$ cat src/sv/rsi_pkg.sv
// ----------------------------------------------------------------------------
// rsi_pkg
// Shared types and constants for the ray/sphere intersection pipeline.
// ----------------------------------------------------------------------------
`timescale 1ns / 1ps
`default_nettype none

package rsi_pkg;

  // width of one multiplier slice; wide products are built from these
  localparam int MUL_CHUNK = 32;
  // register stages through rsi_mul
  localparam int MUL_LAT = 5;

  typedef enum logic [1:0] {
    REG_CENTER_X = 2'd0,
    REG_CENTER_Y = 2'd1,
    REG_CENTER_Z = 2'd2,
    REG_RADIUS   = 2'd3
  } cfg_reg_t;

endpackage

`default_nettype wire

$ cat src/sv/rsi_mul.sv
// ----------------------------------------------------------------------------
// rsi_mul
// Pipelined signed multiplier built from MUL_CHUNK x MUL_CHUNK slices:
// magnitude, partial products, row sums, total, sign.
// ----------------------------------------------------------------------------
`timescale 1ns / 1ps
`default_nettype none

module rsi_mul #(
  parameter int AW = 33,
  parameter int BW = 32
) (
  input  wire logic                 clk,
  input  wire logic                 en,
  input  wire logic signed [AW-1:0] a,
  input  wire logic signed [BW-1:0] b,
  output logic signed [AW+BW-1:0]   p
);

  localparam int CW = rsi_pkg::MUL_CHUNK;
  localparam int NA = (AW + CW - 1) / CW;
  localparam int NB = (BW + CW - 1) / CW;
  localparam int PW = AW + BW;

  logic [NA*CW-1:0] ma;
  logic [NB*CW-1:0] mb;
  logic             sgn0, sgn1, sgn2, sgn3;
  logic [2*CW-1:0]  pp [NA][NB];
  logic [PW-1:0]    row [NA];
  logic [PW-1:0]    row_next [NA];
  logic [PW-1:0]    tot;
  logic [PW-1:0]    tot_next;

  always_comb begin
    for (int i = 0; i < NA; i++) begin
      row_next[i] = '0;
      for (int j = 0; j < NB; j++) begin
        row_next[i] = row_next[i] + (PW'(pp[i][j]) << (j * CW));
      end
    end
  end

  always_comb begin
    tot_next = '0;
    for (int i = 0; i < NA; i++) begin
      tot_next = tot_next + (row[i] << (i * CW));
    end
  end

  always_ff @(posedge clk) begin
    if (en) begin
      ma   <= (NA*CW)'($unsigned(a[AW-1] ? -a : a));
      mb   <= (NB*CW)'($unsigned(b[BW-1] ? -b : b));
      sgn0 <= a[AW-1] ^ b[BW-1];
      for (int i = 0; i < NA; i++) begin
        for (int j = 0; j < NB; j++) begin
          pp[i][j] <= ma[i*CW +: CW] * mb[j*CW +: CW];
        end
      end
      sgn1 <= sgn0;
      row  <= row_next;
      sgn2 <= sgn1;
      tot  <= tot_next;
      sgn3 <= sgn2;
      p    <= sgn3 ? -$signed(tot) : $signed(tot);
    end
  end

endmodule

`default_nettype wire

$ cat config.mk
export PLATFORM = sky130hd
export DESIGN_NAME = rsi_mul
export DESIGN_NICKNAME = d
export VERILOG_FILES = /design/src/sv/rsi_pkg.sv /design/src/sv/rsi_mul.sv
export SDC_FILE = /design/constraint.sdc
export NUM_CORES = 2
export LEC_CHECK = 0
export BUFFER_PORTS_ARGS = -buffer_cell sky130_fd_sc_hd__buf_4
export CELL_PAD_IN_SITES_DETAIL_PLACEMENT = 1
export CELL_PAD_IN_SITES_GLOBAL_PLACEMENT = 1
export CORE_MARGIN = 2
export CORE_UTILIZATION = 45
export CTS_BUF_LIST = sky130_fd_sc_hd__clkbuf_16
export DETAILED_ROUTE_END_ITERATION = 10
export GPL_TIMING_DRIVEN = 0
export PLACE_DENSITY = 0.81
export SETUP_SLACK_MARGIN = 0.1
export SLEW_MARGIN = 40
export SYNTH_ARGS = -nofsm -noshare
export SYNTH_HDL_FRONTEND = slang
export SYNTH_SLANG_ARGS = --single-unit
$ cat constraint.sdc
create_clock -name clk -period 9.7 [get_ports clk]
set_input_delay 1.455 -clock clk [delete_from_list [all_inputs] [get_ports clk]]
set_output_delay 1.455 -clock clk [all_outputs]
set_load 0.02 [all_outputs]
### Word-level counts from Yosys, hierarchy flattened

Memory sizes are Yosys's and may differ from the RTL's. A register that Yosys moved wholly into a read port is not among the register bits.
Index checks and enable logic that the tools add are counted.

| operators by class | value |
|---|---|
| add/sub/neg operators | 4 |
| $mul | 2 |
| divide/modulo/power cells | 0 |
| $lt $le $gt $ge | 0 |
| equality and inequality tests | 0 |
| shift-type cells | 0 |
| muxes and demuxes | 5 |
| bitwise gates (word level) | 1 |
| reductions and logical operators | 0 |

Operators with widths:

| kind | count |
|---|---|
| $add A64 B65 Y65 | 1 |
| $mux W65 | 1 |
| $neg A65 Y65 | 1 |
| $mul A32 B32 Y64 | 1 |
| $mul A1 B32 Y33 | 1 |
| $neg A33 Y33 | 1 |
| $mux W32 | 1 |
| $neg A32 Y32 | 1 |
| $mux W31 | 1 |
| $mux W1 | 2 |
| $xor A1 B1 Y1 | 1 |

| word-level totals | value |
|---|---|
| bits in registers | 199 |
| latch bits | 0 |
| RAM bits | 128 |
| bits in read-only memories | 0 |
| output and inout port bits | 65 |
| memories | 1 |

Memories:

| name | words | width | read ports | clocked after Yosys merged registers in | write ports | RTL line | source |
|---|---|---|---|---|---|---|---|
| pp | 2 | 64 | 2 | 2 | 2 | rsi_mul.sv:28 | `logic [2*CW-1:0] pp [NA][NB];` |

### Depth between registers and ports, before layout

| logic depth | value |
|---|---|
| word-level depth | 2 |
| depth in mapped cells | 28 |
| gate-level depth less buffers | 27 |

### Worst setup path after synthesis

OpenSTA, ideal clock, no wires.

| timing | value |
|---|---|
| path type | register to register |
| start | register mb[11] |
| end | memory pp[0][60] (netlist name) (data pin) |
| arrival | 7037 ps |
| data required time | 9426 ps |
| setup slack | 2389 ps |
| stages on the path, launching flop included | 27 |
| cell sequence | edfxtp_1 -> clkbuf_1 -> nand2_1 -> fa_1 -> inv_1 -> fa_1 -> inv_1 -> fa_1 -> inv_1 -> fa_1 -> inv_1 -> fa_1 -> fa_1 -> fa_1 -> fa_1 -> inv_1 -> ha_1 -> clkbuf_1 -> a21o_1 -> o21bai_1 -> a2111oi_0 -> o32ai_1 -> a21oi_1 -> o21ai_1 -> a31oi_1 -> o41ai_1 -> xor2_1 |

RTL lines:

| element | RTL line | source |
|---|---|---|
| from (decl) | rsi_mul.sv:26 | `logic [NB*CW-1:0] mb;` |
| from (signal assigned) | rsi_mul.sv:53 | `mb <= (NB*CW)'($unsigned(b[BW-1] ? -b : b));` |
| to (decl) | rsi_mul.sv:28 |  |

==> impl_results.md <==
- Placer Congestion: around 1.0
- Layout cells sized above 1: 0.0699
- Core Region: around 110000 um^2
- Slowest Stage Delay on Critical Path: 750 ps
- ANT nets after route: 0
- Cell variety after synth: 71
- H-tree levels: 2
- Worst-path fanout max: 10
- First-pass detailed-route iteration total: 5
- RSZ-0062 raised after global routing: no
- Post-Syn Area: around 49000 um^2
- Worst Tran Pin Value: just under 1000 ps
- Nets: ~6200
- Post-DP Area: roughly 53000 um^2
- Min Tclk post-route: between 9000 and 10000 ps
- Setup crit end kind: register
- CP Data Required Time: approximately 10000 ps
- First-pass GRT wire length: approximately 260 mm
- Hold Crit Class: register to register
- CTS Hold Bufs: 0
- Reg2Reg Capture Point: pp[0][60]
- Post-synth ARST share: 0
- Hold EP: tot[22]
- DR vias: about 36000
- Synth Register Bits: approximately 390
- CTS tree: done
- Fin area: roughly 54000 um^2
- Count of final setup violators: 0
- Fmax achieved: slightly above 0.1 GHz
- Ports: 132
- Die ar.: between 100000 and 150000 um^2
- Layout fillers: ~12000
- Max Root-Sink Buffers: 3
- Sequential element share of the synthesized area: 0.237
- Cells after Synth: between 4000 and 5000
- Clock tree sinks: a little under 400
- Setup CP Type: register to register
- Initial antenna violation count: 28
- Worst hold stages: 0
- Outcome: complete, no violations
- R2R setup slack: between 40 and 50 ps
- GR Overflow Total: 0
- Cts bufs inserted: 42
- Clk_lat worst skew: between 600 and 700 ps
- Largest net degree at the start of global routing: just over 80
- IO buf count: 131
- DIE WIDTH: 336 um
- DPL Wire Length: 147 mm
- Avg WL per Cell: around 28 um
- # DRC: 0
- Layout area overhead: 9.18%
- Main flop type after synthesis: edfxtp_1
- Fin. Hold Viols: 0
- FF-to-FF path depth: 25
- Maxcap violations: 0
- Starting Density: 0.454
- Post-Route WL: around 180 mm
- GRT Overall Usage: 0.325
- Total Neg Setup Slack: 0 ps
- Multi-input logic area: ~33000 um^2
- CTS root buf: clkbuf_16
- Synth warn: 0
- CP startpoint kind: register
- Tcrit/Tclk final: 0.996
- Syn_area_per_cell: approximately 10 um^2
- Critical R2R Launch: mb[6]
- Worst-path clk slew: about 60 ps
- Syn nets: 5994
- Rel. slew slack: 0.342
- Number of global-route vias before repair: 39191
- Row cnt: about 120
- Clock skew: 42.0 ps
- Reg area: 11700 um^2
- Slew Limit Fails: 0
- Most used cell, CP: fa_1
- Vias per cell: approximately 5.7
- DRT iter0 DRCs: 3546
- HP Start: row[87]
- Die Span Y: roughly 340 um
- CP arrival: between 10000 and 15000 ps
- Slowest CP cell: clkbuf_1
- Post-synth EDFFs: between 300 and 400
[cell usage in the layout, fill, tap and decap left out, types with 17 or more instances in the layout]
cell type	n
a21o_1	55
a21oi_1	97
and2_1	613
buf_4	132
clkbuf_1	120
clkbuf_16	42
clkbuf_2	111
edfxtp_1	391
fa_1	897
ha_1	298
inv_1	920
nand2_1	563
nand3_1	33
nor2_1	46
o21ai_0	92
o21bai_1	17
o31ai_1	30
o41ai_1	20
or4_1	19
xnor2_1	174
xor2_1	33
[through the flow]
step	setup slack, ps	utilization	hold WS (ps)	cells
4_1_cts	157	0.494	409	6357
6_report	42.7	0.496	399	6379
3_5_place_dp	38.5	0.482	406	6283
5_1_grt	112	0.495	412	6364
2_1_floorplan	2390	-	400	4732
3_3_place_gp	-81.2	0.479	402	6277
[critical path: cells and delay by family, from the launching register on]
| kind | cells | cell delay, ps |
|---|---|---|
| AO/OA/AOI/OAI | 7 | 2570 |
| XOR/XNOR | 1 | 160 |
| adder cells (fa/ha/maj) | 9 | 4370 |
| buffers and inverters | 6 | 1240 |
| flip-flops | 1 | 580 |
| AND/OR/NAND/NOR | 2 | 420 |
[logic make-up (layout without fill, tap and decap cells)]
kind of cell,after synthesis,count (layout),share of synthesized area
other cells,0,16,0
fa+ha+maj,1195,1195,0.438
simple gates,1384,1384,0.145
mux,2,2,0.000405
compound gates,407,407,0.0547
xor+xnor,208,208,0.0368
buf+inv,1145,1362,0.0873
flops,391,391,0.237
[cells in the mapped netlist (4+ instances only)]
cell	instances	area [um^2]
o21a_1	8	60.1
a21boi_0	4	30.0
o2111ai_1	5	43.8
ha_1	298	3730
a31oi_1	9	56.3
o211ai_1	4	30.0
and2_1	613	3830
nand2b_1	12	75.1
fa_1	897	18000
xnor2_1	174	1520
edfxtp_1	391	11700
o31ai_1	30	225
or2_2	4	25.0
clkbuf_1	232	871
a221o_1	5	50.1
nand4_1	16	100
nor3_1	11	55.1
nand3_1	33	165
a211oi_1	17	128
and3_1	14	87.6
a2111oi_0	4	35.0
a21o_1	55	413
a21oi_1	97	485
a31o_2	4	35.0
o21ai_0	92	460
or4_1	19	143
nor2_1	46	173
nor4_1	12	75.1
o21bai_1	17	128
inv_1	910	3420
o41ai_1	20	175
nand3b_1	4	30.0
nand2_1	563	2110
or3_1	14	87.6
xor2_1	34	298
o31ai_2	4	50.1
nor2b_1	5	31.3
[state kept, by name (all words and copies together) (netlist names)]
signal	flops
sgn0	1
mb	32
pp	96
tot	65
sgn2	1
sgn1	1
row	96
sgn3	1
ma	33
p	65
[timing repair]
action | 4_1_cts | 5_1_grt
setup endpoints to repair | 3 | 6
resized for setup | 1 | 27
buffers inserted | 0 | 4
[worst max path at each step]
| stage | slack [ps] | end | from | cells past startpoint |
|---|---|---|---|---|
| final | 40 | pp[0][60] | mb[6] | 25 |
| after global routing | 110 | pp[0][60] | ma[6] | 24 |
| after CTS | 160 | pp[0][60] | mb[13] | 25 |
| after detailed placement | 40 | pp[0][60] | mb[13] | 24 |
| after global placement | -80 | pp[0][63] | mb[9] | 25 |
| after floorplan | 2390 | pp[0][60] | mb[11] | 26 |
[layer usage]
metal	part of all wire	vias up	track usage	routed length [um]
met5	0.00088	-	0	158
met4	0.055	20	0.150	10000
met3	0.12	472	0.0937	21100
met2	0.44	2011	0.508	80100
met1	0.38	18854	0.418	69100
li1	-	15046	-	-
[layout make-up]
class,instances,share of cell area
Sequential cell,391,0.217
Antenna cell,16,0.000741
Buffer,235,0.0194
Timing Repair Buffer,143,0.0225
Tap cell,1414,0.0327
Clock inverter,32,0.00551
Clock buffer,42,0.0195
Inverter,910,0.0632
Multi-Input combinational cell,3196,0.619
Power is not shown: default switching activity piles up to over one toggle a cycle in this logic, so the estimate is an artifact.
