$ cat config.mk
export PLATFORM = sky130hd
export DESIGN_NAME = rsi_obuf
export DESIGN_NICKNAME = d
export VERILOG_FILES = /design/src/sv/rsi_obuf.sv
export SDC_FILE = /design/constraint.sdc
export NUM_CORES = 1
export LEC_CHECK = 0
export ABC_AREA = 1
export BUFFER_PORTS_ARGS = -buffer_cell sky130_fd_sc_hd__buf_2
export CAP_MARGIN = 40
export CORE_UTILIZATION = 52
export DETAILED_ROUTE_END_ITERATION = 12
export MAX_ROUTING_LAYER = met4
export PLACE_DENSITY = 0.89
export SYNTH_ARGS = -nofsm -noshare
export SYNTH_HDL_FRONTEND = slang
export SYNTH_SLANG_ARGS = --single-unit
$ cat constraint.sdc
create_clock -name clk -period 3.5 [get_ports clk]
set_input_delay 1.05 -clock clk [delete_from_list [all_inputs] [get_ports clk]]
set_output_delay 1.05 -clock clk [all_outputs]
set_load 0.02 [all_outputs]
$ cat src/sv/rsi_obuf.sv
// ----------------------------------------------------------------------------
// rsi_obuf
// Two-entry result buffer; decouples the pipeline from output back-pressure.
// ----------------------------------------------------------------------------
`timescale 1ns / 1ps
`default_nettype none

module rsi_obuf #(
  parameter int DW = 33
) (
  input  wire logic          clk,
  input  wire logic          rst,
  input  wire logic          push,
  input  wire logic [DW-1:0] push_data,
  output logic               full,
  output logic               out_valid,
  input  wire logic          out_ready,
  output logic [DW-1:0]      out_data
);

  logic [DW-1:0] mem [2];
  logic          wptr;
  logic          rptr;
  logic [1:0]    count;
  logic          pop;

  assign pop       = out_valid && out_ready;
  assign full      = (count == 2'd2);
  assign out_valid = (count != 2'd0);
  assign out_data  = mem[rptr];

  always_ff @(posedge clk) begin
    if (rst) begin
      wptr  <= 1'b0;
      rptr  <= 1'b0;
      count <= 2'd0;
    end else begin
      if (push) begin
        wptr <= ~wptr;
      end
      if (pop) begin
        rptr <= ~rptr;
      end
      count <= count + 2'(push) - 2'(pop);
    end
  end

  always_ff @(posedge clk) begin
    if (push) begin
      mem[wptr] <= push_data;
    end
  end

endmodule

`default_nettype wire

* After elaboration in Yosys (flattened, before gate mapping)
Memories as Yosys holds them, arrays and structs flattened. A register that Yosys moved wholly into a read port is not among the register bits. Cells that the tools add are included.
Word-level totals: register bits after elaboration 4, memory bits (writable) 66, input port bits 37, output and inout port bits 35, logic and storage cells 15, memories kept 1
Memory list:
- mem | depth 2, width 33, read ports 1, clocked after Yosys merged registers in 1, write ports 1, RTL line 21 | logic [DW-1:0] mem [2];
Operators by class: add/sub/neg operators 2, eq/ne operators 1, multiplexer cells 4, bitwise operators 2, reduce and logical (&&, ||, !) cells 2
Operator list (count):
- two-way mux 1 bit | 4
- adder 2 x 1 -> 2 bit | 1
- == test 2 bit, second input constant | 1
- NOT 1 bit | 2
- nonzero test 2 bit | 1
- subtractor 2 x 1 -> 2 bit | 1
- logical AND 1 bit | 1

* Depth between registers and ports, before layout
Gate-level depths: netlist (run 1).
depth in word-level cells 4, depth in mapped cells 10, depth with buffers taken out 10

* Least setup slack after synthesis (run 1)
Ideal clock, no wire load.
path type in2reg, start input port push, end memory mem[0][0], enable pin, arrival 2.481 ns, path slack 0.595 ns, cell stages on the path 2, path through inv_1 > nor2_1
Between the ends: word-level cells in the longest chain between the ends 2
RTL lines:
- start: declaration | RTL line 13 | input wire logic push,
- two-way mux 1 bit | RTL line 49 | if (push) begin
- two-way mux 1 bit (implied by the code) | RTL line 50 | mem[wptr] <= push_data;
- end: declaration | RTL line 21
Every way passes these cells.

==> impl_metrics.toml, run 1 <==
[timing]
fin_tns_setup_ns = 0
final-setup-viol-count = 0
worst_rel_slew_slack_pct = 49.7
worst_margin_slew_ns = 0.753
rsz0062_at_grt = "no"
hold_viol = 0
finalClockSkew_ns = 0.00334
final_min_period_over_clock_period_pct = 78.6
slew_viol_final = 0
max_freq_mhz = 364
clock_period_minus_worst_slack_ns = 2.75

[synth]
synth_top_cell_area_share_pct = 71.4
proportion_of_synthesized_chip_area_in_sequential_cells_pct = 75.0
synth_cells = 139
synth-async-reset-ratio_pct = 0
most_instantiated_cells_after_synthesis = "sky130_fd_sc_hd__edfxtp_1 (66), sky130_fd_sc_hd__mux2_4 (30), sky130_fd_sc_hd__nor2_1 (10)"
synth.lib_cells_used.distinct = 13
top_ff_cell_synth = "sky130_fd_sc_hd__edfxtp_1"
ys_ff_latch = 71
yosysMostFrequentCell = "sky130_fd_sc_hd__edfxtp_1"
synth_edf_count = 66
mappedNetlistArea_um2 = 2780
synth_top_area_cells = "sky130_fd_sc_hd__edfxtp_1 (71%), sky130_fd_sc_hd__mux2_4 (16%), sky130_fd_sc_hd__dfxtp_1 (3.6%)"
synth_area_leader_cell = "sky130_fd_sc_hd__edfxtp_1"
syn_avg_cell_area_um2 = 20.0
synth.net_count = 178
yosys_warn_count = 0

[floorplan]
site_row_count = 26
floorplan.initialDensity_pct = 54.0
die_area_um2 = 5640
core_area_um2 = 5140
io_pins = 72
die_w_um = 75.1
die_height_um = 75.1

[setup_path]
cp.required_ns = 2.45
critical_path_class = "reg -> out"
worstPathMaxFanout = 20
crit_path_cell_trace = "buf_12, mux2_4, buf_2"
critical_path.reg2reg.startpoint = "wptr"
timing.critical_path.arrival_ns = 1.70
critical_path.max_stage_delay_ns = 0.63
end_kind = "primary output"
r2r_cells = 3
buf_inv_stages_crit_path = 2
r2r_end = "mem[1][0]"
slowest_stage = "sky130_fd_sc_hd__dfxtp_2"
regToRegSetupSlack_ns = 1.95
cp_top_family = "flip-flops"
timing.critical_path.from_type = "register"

[clock_tree]
tritoncts = "built"
max-clock-path-buffers = 2
cts.repair.resized = 0
clock_sink_count = 71
cts_root_buf = "sky130_fd_sc_hd__clkbuf_8"
clkTransAtPathRegs_ns = 0.06
postCtsSetupRepairBufs = 0
cts_made_buffers = 9
htree_levels = 3
clkLatencyLatePin_ns = 0.34
hold_buffers = 0

[pwr]
cellLeakagePower_nw = 1.39
power_density_nw_per_um2 = 630
ir_worst_vdd_mv = 0.388

[finish]
final_net_count = 260
area_growth_syn_to_layout_pct = 21.8
final_cell_area_um2 = 3380
multi_input_comb_area_um2 = 597
filler_cell_count = 401
area.sequential_um2 = 2080
share_of_layout_cells_above_drive_strength_1_pct = 53.5
num_antenna_cells = 0

[min_path]
hold_path_depth = 2
hp-start = "rptr"
worst_min_path_class = "reg -> reg"
min_to = "rptr"

[placement]
placedInstanceArea_um2 = 3210
place_congestion = 0.762
port_buffers = 71
post-dp-hpwl_mm = 2.88

[global_route]
grt_start_max_net_pins = 21
grt_antenna_before_repair = 0
grtUsageTotal_pct = 16.4
first_pass_grt_wire_length_mm = 6.07
vias_in_the_first_global_route = 1345
globalRouteOverflowTotal = 0

[status]
run_status = "complete, no violations"

[routing]
wirelength_mm = 4.23
drt-pass1-iter-count = 4
ant_nets = 0
route.detailed.drc = 0
viasPerCell = 4.87
wl_per_cell_um = 14.3
vias = 1441
drtIter0Drc = 72

[job]
maxCapViolCount = 0
cell families after synthesis:
| family | after synthesis | share of synthesized area, % |
|---|---|---|
| flops | 71 | 75.0 |
| mux | 33 | 17.4 |
| simple gates | 19 | 2.70 |
| buf+inv | 13 | 3.79 |
| fa+ha+maj | 2 | 0.901 |
| compound gates | 1 | 0.180 |
final cells by class:
class | count | share of cell area (%)
inverters | 9 | 0.999
repair buffers | 75 | 12.1
well taps | 70 | 2.59
clock inverters | 2 | 0.222
multi-input cells | 55 | 17.6
flip-flops and latches | 71 | 61.6
clock buffers | 14 | 4.81
metrics by stage:
| stage | cells | util, % | hold slack (ns) | setup WS (ns) | total power, mW |
|---|---|---|---|---|---|
| 2_1_floorplan | 139 | - | 0.467 | 0.595 | 1.48 |
| 3_3_place_gp | 280 | 62.5 | 0.487 | 1.11 | 1.58 |
| 3_5_place_dp | 280 | 62.5 | 0.501 | 1.09 | 1.60 |
| 4_1_cts | 296 | 65.8 | 0.518 | 0.724 | 2.15 |
| 5_1_grt | 296 | 65.8 | 0.531 | 0.684 | 2.23 |
| 6_report | 296 | 65.8 | 0.521 | 0.751 | 2.13 |
worst reg2reg max path, delay by kind of cell (launching register included):
kind	cells	cell delay, ns
and+or+nand+nor	1	0.07
DFF	1	0.39
buffers and inverters	2	0.80
layer usage:
layer  wire length, um  global-route usage, %  share of wire [%]  vias up
met5                 0                      -                  0        -
met4               123                   13.2                2.9        0
met3               155                   3.35                3.7       10
met2              2140                   25.5                 51       48
met1              1820                   18.3                 43      700
li1                  -                      -                  -      683
report_power, final:
part	internal (mW)	switching (mW)	total (mW)
logic	0.255	0.279	0.534
registers	0.994	0.0446	1.04
clock network	0.292	0.267	0.560
cell usage in the layout (no fill, tap or decap), drive strengths merged:
| cell type | count |
|---|---|
| dfxtp | 5 |
| ha | 2 |
| nor3 | 1 |
| clkbuf | 14 |
| edfxtp | 66 |
| nand2 | 6 |
| buf | 75 |
| mux2 | 33 |
| inv | 9 |
| nand3 | 2 |
| a21oi | 1 |
| nor2 | 10 |
| clkinv | 2 |
registers in the layout (all words and copies together), names as in the netlist, named ones only:
register	flops
count	2
rptr	1
wptr	1
mem	66
worst max path at each step:
stage,start,to,cells after the start
floorplan,push,mem[0][0],2
global placement,register,out_data[16],3
detailed placement,register,out_data[16],3
CTS,register,out_data[16],3
global route,register,out_data[20],3
finish,register,out_data[16],3
Note: power is estimated with default switching activity, not from simulation.
==> run 2, diff against run 1 <==
==> constraint.sdc (replaced) <==
create_clock -name clk -period 2.8 [get_ports clk]
set_input_delay 0.84 -clock clk [delete_from_list [all_inputs] [get_ports clk]]
set_output_delay 0.84 -clock clk [all_outputs]
set_load 0.02 [all_outputs]
==> run 2 against run 1 <==
Net effect:
- final cell count is the same
- hold slack better by 0.0060 ns
- worst setup slack got worse by 0.46 ns
- combinational power grew 25%
- sequential power grew 25%
- count of clock-buffer cells in the layout unchanged
- global-route usage down 0.32 points
- clock power up 15%
- critical endpoint is now out_data[14]
- largest cell class unchanged
- largest power group unchanged
- highest routed layer unchanged
==> impl_metrics.toml, run 2 (same netlist as run 1, synthesis figures left out) <==
[setup_path]
timing.critical_path.arrival_ns = 1.67
cp.required_ns = 1.96
critical_path.reg2reg.startpoint = "count[0]"
crit_path_cell_trace = "buf_12, mux2_4, buf_2"
timing.critical_path.from_type = "register"
slowest_stage = "sky130_fd_sc_hd__dfxtp_2"
worstPathMaxFanout = 20
critical_path_class = "reg -> out"
r2r_end = "count[1]"
end_kind = "primary output"
regToRegSetupSlack_ns = 1.41
r2r_cells = 10
buf_inv_stages_crit_path = 2
cp_top_family = "flip-flops"
critical_path.max_stage_delay_ns = 0.61

[routing]
drtIter0Drc = 104
drt-pass1-iter-count = 4
vias = 1416
wirelength_mm = 4.13
route.detailed.drc = 0
viasPerCell = 4.78
wl_per_cell_um = 14.0
ant_nets = 0

[pwr]
report.power.total_mw = 2.61
power_density_nw_per_um2 = 779
ir_worst_vdd_mv = 0.595
cellLeakagePower_nw = 1.38

[timing]
clock_period_minus_worst_slack_ns = 2.51
rsz0062_at_grt = "no"
slew_viol_final = 0
worst_margin_slew_ns = 0.450
worst_rel_slew_slack_pct = 70.0
max_freq_mhz = 399
final_min_period_over_clock_period_pct = 89.5
final-setup-viol-count = 0
worst_setup_slack_after_layout_ns = 0.293
finalClockSkew_ns = 0.00635
hold_viol = 0
fin_tns_setup_ns = 0

[min_path]
worst_min_path_class = "reg -> reg"
min_to = "rptr"
hold_path_depth = 2
hp-start = "rptr"

[global_route]
grt_antenna_before_repair = 0
first_pass_grt_wire_length_mm = 6.01
vias_in_the_first_global_route = 1366
globalRouteOverflowTotal = 0
grtUsageTotal_pct = 16.1
grt_start_max_net_pins = 34

[clock_tree]
cts.repair.resized = 0
clock_sink_count = 71
tritoncts = "built"
postCtsSetupRepairBufs = 0
clkLatencyLatePin_ns = 0.33
cts_made_buffers = 9
cts_root_buf = "sky130_fd_sc_hd__clkbuf_8"
hold_buffers = 0
htree_levels = 3
max-clock-path-buffers = 2
clkTransAtPathRegs_ns = 0.06

[finish]
final_net_count = 260
top_regs = "mem: 66 flops, count: 2 flops"
share_of_layout_cells_above_drive_strength_1_pct = 53.5
largest_register_ff_count = 66
num_antenna_cells = 0
layout_commonest_cell = "sky130_fd_sc_hd__buf_2"
postLayoutCoreUtil_pct = 65.2
layoutNonFillerInstCount = 296
area_growth_syn_to_layout_pct = 20.7
regMostFlops = "mem"
top_library_cells_by_usage_in_the_layout_fill_and_taps_aside = "sky130_fd_sc_hd__buf_2 (71), sky130_fd_sc_hd__edfxtp_1 (66), sky130_fd_sc_hd__mux2_4 (30)"

[floorplan]
io_pins = 72
die_area_um2 = 5640
die_w_um = 75.1
die_height_um = 75.1
floorplan.initialDensity_pct = 54.0
core_area_um2 = 5140
site_row_count = 26

[placement]
port_buffers = 71
place_congestion = 0.690
number_of_cells_after_detailed_placement = 280
pre_cts_ws_ns = 0.613
post-dp-hpwl_mm = 2.84

[job]
maxCapViolCount = 0

[status]
run_status = "complete, no violations"
-- run 2: cell types whose count changed in the layout (fill, tap and decap cells not counted) --
cell and change:
sky130_fd_sc_hd__clkbuf_1 +2, sky130_fd_sc_hd__clkbuf_8 -2, sky130_fd_sc_hd__clkinv_1 -2, sky130_fd_sc_hd__clkinv_2 +2, sky130_fd_sc_hd__buf_12 -1, sky130_fd_sc_hd__buf_4 +1
-- run 2: per-layer routing --
metal  GRT usage, %  share of wire (%)  up-vias  wire length (um)
met3           3.75                3.8       11               156
met2           26.8                 54       46              2230
met4           11.3                2.9        0               118
li1               -                  -      680                 -
met5              -                  0        -                 0
met1           16.7                 39      679              1630
-- run 2: cell type report --
cell class	instances	area, um2
Clock buffer	14	143
Clock inverter	2	10.0
Fill cell	378	1790
Inverter	9	33.8
Multi-Input combinational cell	55	597
Sequential cell	71	2080
Tap cell	70	87.6
Timing Repair Buffer	75	398
-- run 2: worst max path at each step --
stage,end,slack [ns],cells after the start
final,out_data[14],0.29,3
after global routing,out_data[14],0.22,3
after CTS,out_data[18],0.26,3
after detailed placement,out_data[18],0.61,3
after global placement,out_data[22],0.62,3
after floorplan,mem[0][0],0.11,2
-- run 2: where the power goes --
| part | switching (mW) | leakage [nW] | internal (mW) |
|---|---|---|---|
| combinational | 0.351 | 0.636 | 0.316 |
| clock | 0.325 | 0.0784 | 0.320 |
| sequential | 0.0561 | 0.661 | 1.24 |
| total | 0.732 | 1.38 | 1.88 |
-- run 2: tightest hold or removal path: cells and delay by family, from the launching register on --
family           cells  cell delay (ns)
and+or+nand+nor      2             0.16
DFF                  1             0.34
-- run 2: per-stage QoR --
stage | instance area, um2 | hold slack, ns
floorplan | 2780 | 0.467
global placement | 3200 | 0.490
detailed placement | 3200 | 0.513
CTS | 3350 | 0.530
global route | 3350 | 0.567
finish | 3350 | 0.527
==> run 3, diff against run 2 <==
--- a/config.mk
+++ b/config.mk
@@ -5,7 +5,6 @@
 export SDC_FILE = /design/constraint.sdc
 export NUM_CORES = 1
 export LEC_CHECK = 0
-export ABC_AREA = 1
 export BUFFER_PORTS_ARGS = -buffer_cell sky130_fd_sc_hd__buf_2
 export CAP_MARGIN = 40
 export CORE_UTILIZATION = 52
==> run 3 against run 2 <==
Net effect:
- hold slack better by 0.056 ns
- clock power about the same
- first-iteration DRC count down 35%
- critical path type unchanged
==> impl_metrics.toml, run 3 <==
[clock_tree]
cts_made_buffers = 9
clock_sink_count = 71
cts_root_buf = "sky130_fd_sc_hd__clkbuf_8"
hold_buffers = 0
max-clock-path-buffers = 2
cts.repair.resized = 0
tritoncts = "built"
clkLatencyLatePin_ns = 0.33
clkTransAtPathRegs_ns = 0.06
postCtsSetupRepairBufs = 0
htree_levels = 3

[setup_path]
crit_cells = 3
slowest_stage = "sky130_fd_sc_hd__dfxtp_2"
cp_top_family = "flip-flops"
crit_path_cell_trace = "buf_12, mux2_4, buf_2"
timing.critical_path.arrival_ns = 1.65
critical_path.max_stage_delay_ns = 0.58
buf_inv_stages_crit_path = 2
r2r_cells = 6
worstPathMaxFanout = 21
end_kind = "primary output"
critical_path_class = "reg -> out"
timing.critical_path.from_type = "register"
cp.required_ns = 1.96

[routing]
vias = 1349
wl_per_cell_um = 14.4
viasPerCell = 4.77
route.detailed.drc = 0
ant_nets = 0
wirelength_mm = 4.08
drtIter0Drc = 68
drt-pass1-iter-count = 4

[finish]
layout_commonest_cell = "sky130_fd_sc_hd__buf_2"
share_of_layout_cells_above_drive_strength_1_pct = 57.3
final_net_count = 247
num_antenna_cells = 0
filler_cell_count = 362
top_library_cells_by_usage_in_the_layout_fill_and_taps_aside = "sky130_fd_sc_hd__buf_2 (71), sky130_fd_sc_hd__edfxtp_1 (66), sky130_fd_sc_hd__mux2_4 (30), sky130_fd_sc_hd__clkbuf_8 (9), sky130_fd_sc_hd__clkbuf_1 (5)"
regMostFlops = "mem"
top_regs = "mem: 66 flops, count: 2 flops"
multi_input_comb_area_um2 = 628
final_cell_area_um2 = 3370
area_growth_syn_to_layout_pct = 22.3
layoutNonFillerInstCount = 283
largest_register_ff_count = 66
area.sequential_um2 = 2080
postLayoutCoreUtil_pct = 66.0

[pwr]
switching_power_uw = 727
power.switching_fraction_pct = 27.3
combinationalPowerShare_pct = 26.7
cellLeakagePower_nw = 1.36
pwr-share-seq_pct = 49.2
ir_worst_vdd_mv = 0.371
power_report.internal_total_mw = 1.94
share_clk_of_total_power_pct = 24.2
power_density_nw_per_um2 = 791

[synth]
synth_cells = 126
mappedNetlistArea_um2 = 2760
proportion_of_synthesized_chip_area_in_sequential_cells_pct = 75.6
top_ff_cell_synth = "sky130_fd_sc_hd__edfxtp_1"
synth.lib_cells_used.distinct = 16
ys_ff_latch = 71
yosysMostFrequentCell = "sky130_fd_sc_hd__edfxtp_1"
most_instantiated_cells_after_synthesis = "sky130_fd_sc_hd__edfxtp_1 (66), sky130_fd_sc_hd__mux2_4 (30), sky130_fd_sc_hd__dfxtp_1 (5)"
syn_avg_cell_area_um2 = 21.9
synth_top_cell_area_share_pct = 71.9
synth.net_count = 165
synth_area_leader_cell = "sky130_fd_sc_hd__edfxtp_1"
synth-async-reset-ratio_pct = 0
synth_edf_count = 66
synth_top_area_cells = "sky130_fd_sc_hd__edfxtp_1 (72%), sky130_fd_sc_hd__mux2_4 (16%), sky130_fd_sc_hd__dfxtp_1 (3.6%)"
yosys_warn_count = 0

[placement]
post-dp-hpwl_mm = 2.89
place_congestion = 0.696
number_of_cells_after_detailed_placement = 267
placedInstanceArea_um2 = 3220
port_buffers = 71

[floorplan]
die_height_um = 74.8
die_w_um = 74.8
core_area_um2 = 5110
site_row_count = 26
io_pins = 72
die_area_um2 = 5590
floorplan.initialDensity_pct = 53.9

[job]
maxCapViolCount = 0

[global_route]
globalRouteOverflowTotal = 0
grtUsageTotal_pct = 17.2
grt_antenna_before_repair = 0
vias_in_the_first_global_route = 1348
first_pass_grt_wire_length_mm = 6.27
grt_start_max_net_pins = 22

[timing]
worst_rel_slew_slack_pct = 69.7
worst_hold_margin_ns = 0.583
slew_viol_final = 0
final-setup-viol-count = 0
hold_viol = 0
worst_margin_slew_ns = 0.454
fin_tns_setup_ns = 0
finalClockSkew_ns = 0.00588
clock_period_minus_worst_slack_ns = 2.49
final_min_period_over_clock_period_pct = 89.1
max_freq_mhz = 401
rsz0062_at_grt = "no"

[min_path]
hold_path_depth = 2
worst_min_path_class = "reg -> reg"

[status]
run_status = "complete, no violations"
[run 3: changes by cell type after synthesis, moves of 2 or more]
cell | before | now
sky130_fd_sc_hd__mux2_1 | 0 | 2
sky130_fd_sc_hd__nand3_1 | 2 | 0
sky130_fd_sc_hd__nor2_1 | 10 | 3
sky130_fd_sc_hd__nor2b_1 | 0 | 3
sky130_fd_sc_hd__buf_6 | 1 | 4
sky130_fd_sc_hd__inv_1 | 9 | 2
sky130_fd_sc_hd__nand2_1 | 6 | 0
sky130_fd_sc_hd__buf_12 | 3 | 0
[run 3: path summary, 6_finish.rpt]
path / slack, ns / endpoint / start
setup / recovery: 0.31 / out_data[5] / register
hold / removal: 0.58 / wptr / wptr
setup reg to reg: 1.43 / count[1] / count[1]
hold reg to reg: 0.58 / wptr / wptr
[run 3: cells by family (layout without fill, tap and decap cells)]
| logic type | after synthesis | count (layout) | share of synthesized area (%) |
|---|---|---|---|
| buf+inv | 6 | 93 | 1.91 |
| flops | 71 | 71 | 75.6 |
| fa+ha+maj | 2 | 2 | 0.908 |
| simple gates | 9 | 9 | 1.82 |
| mux | 35 | 35 | 18.4 |
| compound gates | 1 | 1 | 0.273 |
| xor+xnor | 2 | 2 | 1.14 |
[run 3: power groups by stage]
stage	sequential, mW	clock [mW]	combinational, mW
3_3_place_gp	1.33	0	0.710
5_1_grt	1.32	0.708	0.774
6_report	1.31	0.644	0.711
2_1_floorplan	1.30	0	0.576
4_1_cts	1.31	0.672	0.723
3_5_place_dp	1.34	0	0.721
[run 3: final cells by class]
| cell class | count | share of cell area [%] |
|---|---|---|
| Clock buffer | 14 | 4.23 |
| Clock inverter | 2 | 0.297 |
| Inverter | 2 | 0.223 |
| Multi-Input combinational cell | 49 | 18.6 |
| Sequential cell | 71 | 61.8 |
| Tap cell | 70 | 2.60 |
| Timing Repair Buffer | 75 | 12.2 |
[run 3: metal layers]
layer / GRT usage [%] / routed length [um]
met4: 10.7 / 74
met1: 19.2 / 1700
met2: 27.5 / 2110
met3: 4.42 / 201
met5: - / 0
[run 3: through the flow]
step	total power, mW	setup slack (ns)
finish	2.67	0.306
detailed placement	2.06	0.632
CTS	2.71	0.273
floorplan	1.88	0.0426
global placement	2.04	0.650
global route	2.80	0.217
[run 3: worst min-delay path, delay by kind of cell, from the launching register on]
kind	cells	cell delay [ns]
xor+xnor	1	0.16
flops	1	0.35
simple gates	1	0.03
